$ cat src/hdl/i2cbs_pkg.sv
// ----------------------------------------------------------------------------
// I2C bit sequencer package
// Shared constants, command and register codes, and transaction types.
// ----------------------------------------------------------------------------
`default_nettype none

package i2cbs_pkg;

  localparam int unsigned DATA_BITS  = 8;
  localparam int unsigned WAIT_W     = 16;
  localparam int unsigned LEAD_W     = 8;
  localparam int unsigned CFG_DATA_W = 16;
  localparam int unsigned BIT_IDX_W  = $clog2(DATA_BITS + 1);

  typedef enum logic [2:0] {
    ACT_TICK    = 3'd0,
    ACT_START   = 3'd1,
    ACT_STOP    = 3'd2,
    ACT_WRITE   = 3'd3,
    ACT_READ    = 3'd4,
    ACT_ACK     = 3'd5,
    ACT_NACK    = 3'd6,
    ACT_WAITACK = 3'd7
  } action_e;

  typedef enum logic [1:0] {
    REG_STRETCH_LIMIT  = 2'd0,
    REG_ACK_WAIT_LIMIT = 2'd1,
    REG_WRITE_LEAD     = 2'd2,
    REG_READ_LEAD      = 2'd3
  } reg_idx_e;

  localparam logic [WAIT_W-1:0] STRETCH_LIMIT_RST  = 16'd19999;
  localparam logic [WAIT_W-1:0] ACK_WAIT_LIMIT_RST = 16'd100;
  localparam logic [LEAD_W-1:0] WRITE_LEAD_RST     = 8'd10;
  localparam logic [LEAD_W-1:0] READ_LEAD_RST      = 8'd20;

  typedef struct packed {
    action_e                action;
    logic [DATA_BITS-1:0]   tx_byte;
    logic                   scl_in;
    logic                   sda_in;
  } item_t;

  typedef struct packed {
    logic [WAIT_W-1:0]      stretch_limit;
    logic [WAIT_W-1:0]      ack_wait_limit;
    logic [LEAD_W-1:0]      write_lead_ticks;
    logic [LEAD_W-1:0]      read_lead_ticks;
  } cfg_t;

  typedef struct packed {
    logic                   scl_out;
    logic                   sda_out;
    logic                   busy_res;
    logic                   done_res;
    logic                   success;
    logic [DATA_BITS-1:0]   rx_byte;
  } result_t;

endpackage

`default_nettype wire

$ cat src/hdl/i2cbs_if.sv
// ----------------------------------------------------------------------------
// I2C bit sequencer channel interfaces
// Command, result and configuration write channels with valid/ready.
// ----------------------------------------------------------------------------
`default_nettype none

interface i2cbs_cmd_if;
  logic                                 valid;
  logic                                 ready;
  i2cbs_pkg::action_e                   action;
  logic [i2cbs_pkg::DATA_BITS-1:0]      tx_byte;
  logic                                 scl_in;
  logic                                 sda_in;

  modport source (output valid, action, tx_byte, scl_in, sda_in, input ready);
  modport sink   (input valid, action, tx_byte, scl_in, sda_in, output ready);
endinterface

interface i2cbs_res_if;
  logic                                 valid;
  logic                                 ready;
  logic                                 scl_out;
  logic                                 sda_out;
  logic                                 busy_res;
  logic                                 done_res;
  logic                                 success;
  logic [i2cbs_pkg::DATA_BITS-1:0]      rx_byte;

  modport source (output valid, scl_out, sda_out, busy_res, done_res, success, rx_byte,
                  input ready);
  modport sink   (input valid, scl_out, sda_out, busy_res, done_res, success, rx_byte,
                  output ready);
endinterface

interface i2cbs_cfg_if;
  logic                                 valid;
  logic                                 ready;
  i2cbs_pkg::reg_idx_e                  index;
  logic [i2cbs_pkg::CFG_DATA_W-1:0]     data;

  modport source (output valid, index, data, input ready);
  modport sink   (input valid, index, data, output ready);
endinterface

`default_nettype wire

$ cat src/hdl/i2cbs_cfg.sv
// ----------------------------------------------------------------------------
// I2C bit sequencer configuration registers
// Holds stretch and acknowledge limits and the read/write lead times.
// ----------------------------------------------------------------------------
`default_nettype none

module i2cbs_cfg (
  input  wire logic        clk_i,
  input  wire logic        rst_ni,
  i2cbs_cfg_if.sink        cfg_i,
  output i2cbs_pkg::cfg_t  cfg_o
);
  import i2cbs_pkg::*;

  cfg_t cfg_q;

  assign cfg_i.ready = 1'b1;
  assign cfg_o       = cfg_q;

  always_ff @(posedge clk_i or negedge rst_ni) begin
    if (!rst_ni) begin
      cfg_q.stretch_limit    <= STRETCH_LIMIT_RST;
      cfg_q.ack_wait_limit   <= ACK_WAIT_LIMIT_RST;
      cfg_q.write_lead_ticks <= WRITE_LEAD_RST;
      cfg_q.read_lead_ticks  <= READ_LEAD_RST;
    end else if (cfg_i.valid) begin
      unique case (cfg_i.index)
        REG_STRETCH_LIMIT:  cfg_q.stretch_limit    <= cfg_i.data[WAIT_W-1:0];
        REG_ACK_WAIT_LIMIT: cfg_q.ack_wait_limit   <= cfg_i.data[WAIT_W-1:0];
        REG_WRITE_LEAD:     cfg_q.write_lead_ticks <= cfg_i.data[LEAD_W-1:0];
        REG_READ_LEAD:      cfg_q.read_lead_ticks  <= cfg_i.data[LEAD_W-1:0];
      endcase
    end
  end

endmodule

`default_nettype wire

$ cat src/hdl/i2cbs_seq.sv
// ----------------------------------------------------------------------------
// I2C bit sequencer core
// Command state and pin levels; one transaction advances them by one step.
// ----------------------------------------------------------------------------
`default_nettype none

module i2cbs_seq (
  input  wire logic           clk_i,
  input  wire logic           rst_ni,
  input  wire logic           step_i,
  input  wire i2cbs_pkg::item_t item_i,
  input  wire i2cbs_pkg::cfg_t  cfg_i,
  output i2cbs_pkg::result_t  result_o
);
  import i2cbs_pkg::*;

  typedef enum logic [2:0] {
    STEP_0 = 3'd0,
    STEP_1 = 3'd1,
    STEP_2 = 3'd2,
    STEP_3 = 3'd3,
    STEP_4 = 3'd4
  } step_e;

  localparam logic [BIT_IDX_W-1:0] LAST_BIT = BIT_IDX_W'(DATA_BITS);

  action_e                cmd_q, cmd_d;
  step_e                  step_q, step_d;
  logic [BIT_IDX_W-1:0]   bit_q, bit_d;
  logic [DATA_BITS-1:0]   tx_q, tx_d;
  logic [DATA_BITS-1:0]   rx_q, rx_d;
  logic [WAIT_W-1:0]      wait_q, wait_d;
  logic [LEAD_W-1:0]      lead_q, lead_d;
  logic                   scl_q, scl_d;
  logic                   sda_q, sda_d;
  logic                   fail_q, fail_d;
  logic                   done;
  logic                   ok;

  always_comb begin
    cmd_d  = cmd_q;
    step_d = step_q;
    bit_d  = bit_q;
    tx_d   = tx_q;
    rx_d   = rx_q;
    wait_d = wait_q;
    lead_d = lead_q;
    scl_d  = scl_q;
    sda_d  = sda_q;
    fail_d = fail_q;
    done   = 1'b0;
    ok     = 1'b0;
    if (step_i) begin
      if (item_i.action == ACT_TICK) begin
        unique case (cmd_q)
          ACT_TICK: begin
          end
          ACT_START: begin
            unique case (step_q)
              STEP_0: begin scl_d = 1'b1; step_d = STEP_1; end
              STEP_1: begin sda_d = 1'b0; step_d = STEP_2; end
              STEP_2: begin scl_d = 1'b0; step_d = STEP_3; end
              default: begin cmd_d = ACT_TICK; step_d = STEP_0; done = 1'b1; ok = 1'b1; end
            endcase
          end
          ACT_STOP: begin
            unique case (step_q)
              STEP_0: begin
                scl_d  = 1'b1;
                wait_d = '0;
                step_d = STEP_1;
              end
              STEP_1: begin
                if (item_i.scl_in) begin
                  step_d = STEP_2;
                end else if (wait_q >= cfg_i.stretch_limit) begin
                  cmd_d = ACT_TICK; step_d = STEP_0; done = 1'b1;
                end else begin
                  wait_d = wait_q + 16'd1;
                end
              end
              STEP_2: begin sda_d = 1'b1; step_d = STEP_3; end
              default: begin cmd_d = ACT_TICK; step_d = STEP_0; done = 1'b1; ok = !fail_q; end
            endcase
          end
          ACT_WRITE: begin
            unique case (step_q)
              STEP_0: begin
                lead_d = lead_q + 8'd1;
                if (lead_d >= cfg_i.write_lead_ticks) begin
                  sda_d  = tx_q[DATA_BITS-1];
                  step_d = STEP_1;
                end
              end
              STEP_1: begin scl_d = 1'b1; step_d = STEP_2; end
              STEP_2: step_d = STEP_3;
              STEP_3: begin
                scl_d  = 1'b0;
                tx_d   = {tx_q[DATA_BITS-2:0], 1'b0};
                step_d = STEP_4;
              end
              default: begin
                bit_d = bit_q + 4'd1;
                if (bit_d >= LAST_BIT) begin
                  cmd_d = ACT_TICK; step_d = STEP_0; done = 1'b1; ok = 1'b1;
                end else begin
                  sda_d  = tx_q[DATA_BITS-1];
                  step_d = STEP_1;
                end
              end
            endcase
          end
          ACT_READ: begin
            unique case (step_q)
              STEP_0: begin
                lead_d = lead_q + 8'd1;
                if (lead_d >= cfg_i.read_lead_ticks) begin
                  scl_d  = 1'b0;
                  step_d = STEP_1;
                end
              end
              STEP_1: begin
                scl_d  = 1'b1;
                wait_d = '0;
                step_d = STEP_2;
              end
              STEP_2: begin
                if (item_i.scl_in) begin
                  rx_d   = {rx_q[DATA_BITS-2:0], item_i.sda_in};
                  step_d = STEP_3;
                end else if (wait_q >= cfg_i.stretch_limit) begin
                  cmd_d = ACT_TICK; step_d = STEP_0; done = 1'b1;
                end else begin
                  wait_d = wait_q + 16'd1;
                end
              end
              default: begin
                bit_d = bit_q + 4'd1;
                scl_d = 1'b0;
                if (bit_d >= LAST_BIT) begin
                  cmd_d = ACT_TICK; step_d = STEP_0; done = 1'b1; ok = 1'b1;
                end else begin
                  step_d = STEP_1;
                end
              end
            endcase
          end
          ACT_ACK, ACT_NACK: begin
            unique case (step_q)
              STEP_0: begin sda_d = (cmd_q == ACT_NACK); step_d = STEP_1; end
              STEP_1: begin scl_d = 1'b1; step_d = STEP_2; end
              STEP_2: begin scl_d = 1'b0; step_d = STEP_3; end
              default: begin cmd_d = ACT_TICK; step_d = STEP_0; done = 1'b1; ok = 1'b1; end
            endcase
          end
          ACT_WAITACK: begin
            unique case (step_q)
              STEP_0: begin
                scl_d  = 1'b1;
                wait_d = '0;
                step_d = STEP_1;
              end
              STEP_1: begin
                // SCL seen high: SDA is sampled at once; if still high, the STEP_2 polls start with wait_q at 1
                if (item_i.scl_in) begin
                  if (!item_i.sda_in) begin
                    wait_d = '0;
                    step_d = STEP_3;
                  end else begin
                    wait_d = 16'd1;
                    step_d = STEP_2;
                  end
                end else if (wait_q >= cfg_i.stretch_limit) begin
                  cmd_d = ACT_TICK; step_d = STEP_0; done = 1'b1;
                end else begin
                  wait_d = wait_q + 16'd1;
                end
              end
              STEP_2: begin
                if (!item_i.sda_in) begin
                  step_d = STEP_3;
                end else if (wait_q > cfg_i.ack_wait_limit) begin
                  // no acknowledge: release the bus with a stop, then fail
                  sda_d  = 1'b0;
                  fail_d = 1'b1;
                  cmd_d  = ACT_STOP;
                  step_d = STEP_0;
                end else begin
                  wait_d = wait_q + 16'd1;
                end
              end
              STEP_3: begin scl_d = 1'b0; step_d = STEP_4; end
              default: begin cmd_d = ACT_TICK; step_d = STEP_0; done = 1'b1; ok = 1'b1; end
            endcase
          end
        endcase
      end else if (cmd_q == ACT_TICK) begin
        cmd_d  = item_i.action;
        step_d = STEP_0;
        bit_d  = '0;
        lead_d = '0;
        wait_d = '0;
        fail_d = 1'b0;
        unique case (item_i.action)
          ACT_START, ACT_WAITACK: sda_d = 1'b1;
          ACT_STOP:               sda_d = 1'b0;
          ACT_WRITE: begin
            tx_d = item_i.tx_byte;
            if (cfg_i.write_lead_ticks == '0) begin
              sda_d  = item_i.tx_byte[DATA_BITS-1];
              step_d = STEP_1;
            end
          end
          ACT_READ: begin
            sda_d = 1'b1;
            if (cfg_i.read_lead_ticks == '0) begin
              scl_d  = 1'b0;
              step_d = STEP_1;
            end
          end
          default: scl_d = 1'b0;
        endcase
      end
    end
  end

  always_ff @(posedge clk_i or negedge rst_ni) begin
    if (!rst_ni) begin
      cmd_q  <= ACT_TICK;
      step_q <= STEP_0;
      bit_q  <= '0;
      tx_q   <= '0;
      rx_q   <= '0;
      wait_q <= '0;
      lead_q <= '0;
      scl_q  <= 1'b1;
      sda_q  <= 1'b1;
      fail_q <= 1'b0;
    end else begin
      cmd_q  <= cmd_d;
      step_q <= step_d;
      bit_q  <= bit_d;
      tx_q   <= tx_d;
      rx_q   <= rx_d;
      wait_q <= wait_d;
      lead_q <= lead_d;
      scl_q  <= scl_d;
      sda_q  <= sda_d;
      fail_q <= fail_d;
    end
  end

  assign result_o.scl_out  = scl_d;
  assign result_o.sda_out  = sda_d;
  assign result_o.busy_res = (cmd_d != ACT_TICK);
  assign result_o.done_res = done;
  assign result_o.success  = done & ok;
  assign result_o.rx_byte  = rx_d;

endmodule

`default_nettype wire

$ cat src/hdl/i2c_master_bit_sequencer_top.sv
// ----------------------------------------------------------------------------
// I2C master bit sequencer
// Open-drain I2C master pin sequencer with clock stretching support.
//
// cmd_i carries one transaction per item: a tick (one delay unit, with the
// sampled SCL/SDA levels) or a command, taken only while no command runs.
// res_o returns exactly one transaction per item: SCL/SDA drive levels,
// busy, done, success and the read shift register.
// cfg_i writes the stretch limit, ack wait limit and the write/read lead
// times; it is always ready, and the user must write it only while the
// block is idle, which the block itself does not enforce. Items pass the
// input register and then the result register. Throughput is one item per
// cycle while res_o does not stall, set by the core's state update between
// the two registers. Reset releases both pins, clears the command state and
// empties both registers. On a res_o stall the result register holds and
// a full input register keeps one item while cmd_i drops ready.
// ----------------------------------------------------------------------------
`default_nettype none

module i2c_master_bit_sequencer_top (
  input  wire logic     clk_i,
  input  wire logic     rst_ni,
  i2cbs_cmd_if.sink     cmd_i,
  i2cbs_res_if.source   res_o,
  i2cbs_cfg_if.sink     cfg_i
);
  import i2cbs_pkg::*;

  cfg_t     cfg;
  item_t    item_q;
  logic     in_valid_q;
  logic     out_valid_q;
  result_t  res_q;
  result_t  seq_res;
  logic     advance;
  logic     step;

  assign advance     = !out_valid_q || res_o.ready;
  assign step        = in_valid_q && advance;
  assign cmd_i.ready = !in_valid_q || advance;

  i2cbs_cfg u_cfg (
    .clk_i  (clk_i),
    .rst_ni (rst_ni),
    .cfg_i  (cfg_i),
    .cfg_o  (cfg)
  );

  i2cbs_seq u_seq (
    .clk_i    (clk_i),
    .rst_ni   (rst_ni),
    .step_i   (step),
    .item_i   (item_q),
    .cfg_i    (cfg),
    .result_o (seq_res)
  );

  always_ff @(posedge clk_i or negedge rst_ni) begin
    if (!rst_ni) begin
      in_valid_q  <= 1'b0;
      out_valid_q <= 1'b0;
    end else begin
      if (cmd_i.valid && cmd_i.ready) begin
        in_valid_q <= 1'b1;
      end else if (step) begin
        in_valid_q <= 1'b0;
      end
      if (advance) begin
        out_valid_q <= step;
      end
    end
  end

  always_ff @(posedge clk_i) begin
    if (cmd_i.valid && cmd_i.ready) begin
      item_q.action  <= cmd_i.action;
      item_q.tx_byte <= cmd_i.tx_byte;
      item_q.scl_in  <= cmd_i.scl_in;
      item_q.sda_in  <= cmd_i.sda_in;
    end
    if (step) begin
      res_q <= seq_res;
    end
  end

  assign res_o.valid    = out_valid_q;
  assign res_o.scl_out  = res_q.scl_out;
  assign res_o.sda_out  = res_q.sda_out;
  assign res_o.busy_res = res_q.busy_res;
  assign res_o.done_res = res_q.done_res;
  assign res_o.success  = res_q.success;
  assign res_o.rx_byte  = res_q.rx_byte;

endmodule

`default_nettype wire

$ cat src/flat_wrapper.sv
// flat-port wrapper written by rule: the top's interface ports become plain ports
module i2c_master_bit_sequencer_top_flat import i2cbs_pkg::*;
  (clk_i, rst_ni, cmd_i_valid, cmd_i_action, cmd_i_tx_byte, cmd_i_scl_in, cmd_i_sda_in, cmd_i_ready, res_o_valid, res_o_scl_out, res_o_sda_out, res_o_busy_res, res_o_done_res, res_o_success, res_o_rx_byte, res_o_ready, cfg_i_valid, cfg_i_index, cfg_i_data, cfg_i_ready);
  i2cbs_cmd_if cmd_i_i ();
  i2cbs_res_if res_o_i ();
  i2cbs_cfg_if cfg_i_i ();
  input  wire logic clk_i;
  input  wire logic rst_ni;
  input wire logic [$bits(cmd_i_i.valid)-1:0] cmd_i_valid;
  input wire logic [$bits(cmd_i_i.action)-1:0] cmd_i_action;
  input wire logic [$bits(cmd_i_i.tx_byte)-1:0] cmd_i_tx_byte;
  input wire logic [$bits(cmd_i_i.scl_in)-1:0] cmd_i_scl_in;
  input wire logic [$bits(cmd_i_i.sda_in)-1:0] cmd_i_sda_in;
  output wire logic [$bits(cmd_i_i.ready)-1:0] cmd_i_ready;
  output wire logic [$bits(res_o_i.valid)-1:0] res_o_valid;
  output wire logic [$bits(res_o_i.scl_out)-1:0] res_o_scl_out;
  output wire logic [$bits(res_o_i.sda_out)-1:0] res_o_sda_out;
  output wire logic [$bits(res_o_i.busy_res)-1:0] res_o_busy_res;
  output wire logic [$bits(res_o_i.done_res)-1:0] res_o_done_res;
  output wire logic [$bits(res_o_i.success)-1:0] res_o_success;
  output wire logic [$bits(res_o_i.rx_byte)-1:0] res_o_rx_byte;
  input wire logic [$bits(res_o_i.ready)-1:0] res_o_ready;
  input wire logic [$bits(cfg_i_i.valid)-1:0] cfg_i_valid;
  input wire logic [$bits(cfg_i_i.index)-1:0] cfg_i_index;
  input wire logic [$bits(cfg_i_i.data)-1:0] cfg_i_data;
  output wire logic [$bits(cfg_i_i.ready)-1:0] cfg_i_ready;
  assign cmd_i_i.valid = cmd_i_valid;
  assign cmd_i_i.action = cmd_i_action;
  assign cmd_i_i.tx_byte = cmd_i_tx_byte;
  assign cmd_i_i.scl_in = cmd_i_scl_in;
  assign cmd_i_i.sda_in = cmd_i_sda_in;
  assign cmd_i_ready = cmd_i_i.ready;
  assign res_o_valid = res_o_i.valid;
  assign res_o_scl_out = res_o_i.scl_out;
  assign res_o_sda_out = res_o_i.sda_out;
  assign res_o_busy_res = res_o_i.busy_res;
  assign res_o_done_res = res_o_i.done_res;
  assign res_o_success = res_o_i.success;
  assign res_o_rx_byte = res_o_i.rx_byte;
  assign res_o_i.ready = res_o_ready;
  assign cfg_i_i.valid = cfg_i_valid;
  assign cfg_i_i.index = cfg_i_index;
  assign cfg_i_i.data = cfg_i_data;
  assign cfg_i_ready = cfg_i_i.ready;
  i2c_master_bit_sequencer_top u_core (.clk_i(clk_i), .rst_ni(rst_ni), .cmd_i(cmd_i_i), .res_o(res_o_i), .cfg_i(cfg_i_i));
endmodule
$ cat config.mk
export PLATFORM = sky130hd
export DESIGN_NAME = i2c_master_bit_sequencer_top_flat
export DESIGN_NICKNAME = d
export VERILOG_FILES = /design/src/hdl/i2cbs_pkg.sv /design/src/hdl/i2cbs_if.sv /design/src/hdl/i2cbs_cfg.sv /design/src/hdl/i2cbs_seq.sv /design/src/hdl/i2c_master_bit_sequencer_top.sv /design/src/flat_wrapper.sv
export SDC_FILE = /design/constraint.sdc
export NUM_CORES = 1
export LEC_CHECK = 0
export ABC_CLOCK_PERIOD_IN_PS = 8200
export BUFFER_PORTS_ARGS = -buffer_cell sky130_fd_sc_hd__buf_4
export CAP_MARGIN = 20
export CORE_ASPECT_RATIO = 1.2
export CORE_MARGIN = 10
export CORE_UTILIZATION = 57
export CTS_CLUSTER_DIAMETER = 100
export DETAILED_ROUTE_END_ITERATION = 10
export PLACE_DENSITY = 0.76
export REMOVE_ABC_BUFFERS = 1
export SLEW_MARGIN = 20
export SYNTH_ARGS = -nofsm -noshare
export SYNTH_HDL_FRONTEND = slang
export SYNTH_HIERARCHICAL = 1
export SYNTH_SLANG_ARGS = --single-unit
$ cat constraint.sdc
create_clock -name clk_i -period 8.2 [get_ports clk_i]
set_input_delay 0.82 -clock clk_i [delete_from_list [all_inputs] [get_ports clk_i]]
set_output_delay 0.82 -clock clk_i [all_outputs]
set_load 0.05 [all_outputs]
==> results_dict.tcl <==
set metrics [dict create \
    cts_tree "yes" \
    synth_sequential_area_ratio_pct 42.3 \
    routed_wire_length_per_instance_um 20.9 \
    antenna_found_initial 0 \
    fmaxAchievable_mhz 288 \
    clockBufferDepth 2 \
    post_route_cells_drive_above_1_share_pct 19.9 \
    reg2reg_from "u_core/u_seq/wait_q[13]" \
    finClkSkew_ps 8.28 \
    relative_slew_slack_pct 41.3 \
    async_reset_ff_share_pct 79.8 \
    start_kind "flip-flop" \
    drt_iter0_markers 845 \
    cp_data_required_time_ps 8370 \
    clock_transition_at_the_registers_of_the_reported_paths_ps 60 \
    grt_pass1_wl_mm 35.6 \
    multi_input_area_mm2 0.00420 \
    fin_hold_viols 0 \
    dieHeight_um 150 \
    drc_errors 0 \
    initial_utilization_pct 58.1 \
    seq_area_mm2 0.00338 \
    cts_made_buffers 17 \
    floorplan.die.width_um 128 \
    worstPathMaxFanout 11 \
    max_capacitance_violation_count 0 \
    fillers 1090 \
    synth_cells 836 \
    pin_count 52 \
    status "completed" \
    flow.area_growth_from_synthesis_pct 13.0 \
    grt.total_usage_pct 23.2 \
    post-cts-setup-buffer-count 0 \
    rsz_0062_raised_after_global_routing "false" \
    vdd_drop_max_uv 200 \
    fin_ws_ps 4730 \
    synth-main-ff-cell "sky130_fd_sc_hd__dfrtp_1" \
    via_count 6940 \
    fin_setup_tns_ps 0 \
    design.die.area_mm2 0.0192 \
    power_leakage_nw 3.98 \
    postRouteAntennaNets 0 \
    clock_sinks 129 \
    cts_htree_levels 4 \
    max_slew.worst_pin.slew_ps 880 \
    synth.distinct_cells 81 \
    worstReg2RegEnd "u_core/res_o.busy_res" \
    ys_warn_count 6 \
    critical_path_class "reg -> reg" \
    endpoint_kind "flip-flop" \
    fin_nets 958 \
    dp_hpwl_mm 16.3 \
    final_period_utilization_pct 42.3 \
    pin_count_of_the_biggest_net_entering_global_routing 64 \
    period_needed_ps 3470 \
    count_of_final_setup_violators 0 \
    synth-edff-count 26 \
    final_cell_mix "sky130_fd_sc_hd__dfrtp_1, sky130_fd_sc_hd__nand2_1, sky130_fd_sc_hd__inv_1" \
    power.density_mw_per_mm2 263 \
    gr-total-overflow 0 \
    grt_pass1_vias 7105 \
    r2r_setup_slack_ps 4730 \
    synth-seq-cells 129 \
    clkLatencyLatePin_ps 430 \
    synth_area_mm2 0.00799 \
    clockRootBuffer "sky130_fd_sc_hd__clkbuf_16" \
    num_rows 47 \
    totalWireLength_mm 22.1 \
    timing.final.max_slew_violations 0 \
    place_ws_ps 4770 \
    kind_of_path_behind_the_tightest_hold_check "in -> async" \
    synthesized_area_per_cell_um2 9.56 \
    numPortBuffers 50 \
    core_area_mm2 0.0138 \
    gp_congestion 1.01 \
    cts_hold_buffers 0 \
    cts-resized-gates 0 \
    timing.critical_path.from "u_core/u_seq/wait_q[13]" \
    mostFrequentLayoutCell "sky130_fd_sc_hd__dfrtp_1" \
    path_depth_of_the_worst_reg2reg_path 9 \
    vias_per_cell 6.58 \
    antenna-diode-count 0 \
    cp.arrival_ps 3640 \
    drtPass1Iterations 6 \
]
registers in the layout, summed over array words and instances (netlist names), 3 cells and up:
signal,count
u_core/u_cfg/cfg_o,48
u_core/u_seq/wait_q,16
u_core/item_q,13
u_core/res_o.rx_byte,8
u_core/u_seq/lead_q,8
u_core/u_seq/rx_q,8
u_core/u_seq/tx_q,8
u_core/u_seq/bit_q,4
u_core/u_seq/cmd_q,3
u_core/u_seq/step_q,3
synth_stat cells (24+ instances only):
library cell | instances | area share, %
sky130_fd_sc_hd__a21oi_1 | 48 | 3.0
sky130_fd_sc_hd__clkbuf_1 | 24 | 1.1
sky130_fd_sc_hd__dfrtp_1 | 85 | 27
sky130_fd_sc_hd__edfxtp_1 | 26 | 9.8
sky130_fd_sc_hd__ha_1 | 51 | 8.0
sky130_fd_sc_hd__inv_1 | 60 | 2.8
sky130_fd_sc_hd__mux2_2 | 58 | 8.2
sky130_fd_sc_hd__nand2_1 | 77 | 3.6
sky130_fd_sc_hd__nand3_1 | 26 | 1.6
sky130_fd_sc_hd__nor2_1 | 53 | 2.5
sky130_fd_sc_hd__o21ai_0 | 52 | 3.3
sky130_fd_sc_hd__o21ai_1 | 24 | 1.5
cells by family (layout without fill, tap and decap cells):
group | Yosys count | in the layout | share of synthesized area, %
simple gates | 252 | 252 | 16.3
compound gates | 224 | 224 | 17.7
flops | 129 | 129 | 42.3
buf+inv | 101 | 149 | 5.21
mux | 68 | 68 | 9.44
fa+ha+maj | 51 | 51 | 7.98
xor+xnor | 10 | 10 | 1.10
other cells | 1 | 1 | 0.0469
worst max-delay path, cell delays in order (launching register included):
cell	delay (ps)
sky130_fd_sc_hd__dfrtp_1	490
sky130_fd_sc_hd__ha_1	350
sky130_fd_sc_hd__nand4_1	230
sky130_fd_sc_hd__nor4_2	400
sky130_fd_sc_hd__nand2_1	140
sky130_fd_sc_hd__and3_1	380
sky130_fd_sc_hd__o311ai_1	420
sky130_fd_sc_hd__a31oi_1	110
sky130_fd_sc_hd__a221o_1	320
sky130_fd_sc_hd__or3b_1	360
per-layer routing:
| layer | track usage (%) | wire length [um] | vias to the layer above |
|---|---|---|---|
| met5 | 0 | 0 | - |
| met4 | 13.4 | 1140 | 0 |
| met3 | 4.81 | 1380 | 94 |
| met2 | 38.9 | 11000 | 346 |
| met1 | 26.8 | 8570 | 3365 |
| li1 | - | - | 3135 |
power breakdown:
group          total (mW)  switching [mW]  internal (mW)
clock network       0.768           0.311          0.457
registers           0.905           0.140          0.765
logic               0.706           0.438          0.268
worst max-delay path by stage:
stage	slack, ps	endpoint
global route	4600	u_core/res_o.busy_res
CTS	4810	u_core/res_o.busy_res
global placement	4820	u_core/u_seq/wait_q[8]
finish	4730	u_core/res_o.busy_res
floorplan	5350	u_core/res_o.busy_res
detailed placement	4770	u_core/u_seq/wait_q[8]
stage by stage:
| step | instances | instance area [um^2] | utilization [%] | power, mW | hold slack, ps |
|---|---|---|---|---|---|
| 6_report | 1055 | 9030 | 65.7 | 2.38 | 391 |
| 5_1_grt | 1055 | 9030 | 65.7 | 2.50 | 425 |
| 4_1_cts | 1054 | 9030 | 65.6 | 2.37 | 406 |
| 3_5_place_dp | 1022 | 8430 | 61.3 | 1.60 | 481 |
| 3_3_place_gp | 1022 | 8430 | 61.3 | 1.57 | 468 |
| 2_1_floorplan | 797 | 7810 | - | 1.35 | 455 |
layout make-up:
cell class | count | share of cell area (%)
Multi-Input combinational cell | 606 | 46.4
Sequential cell | 129 | 37.4
Clock buffer | 17 | 4.71
Timing Repair Buffer | 55 | 4.57
Inverter | 62 | 2.58
Tap cell | 171 | 2.37
Clock inverter | 15 | 1.91
No activity file was read; power rests on OpenSTA's default activity.
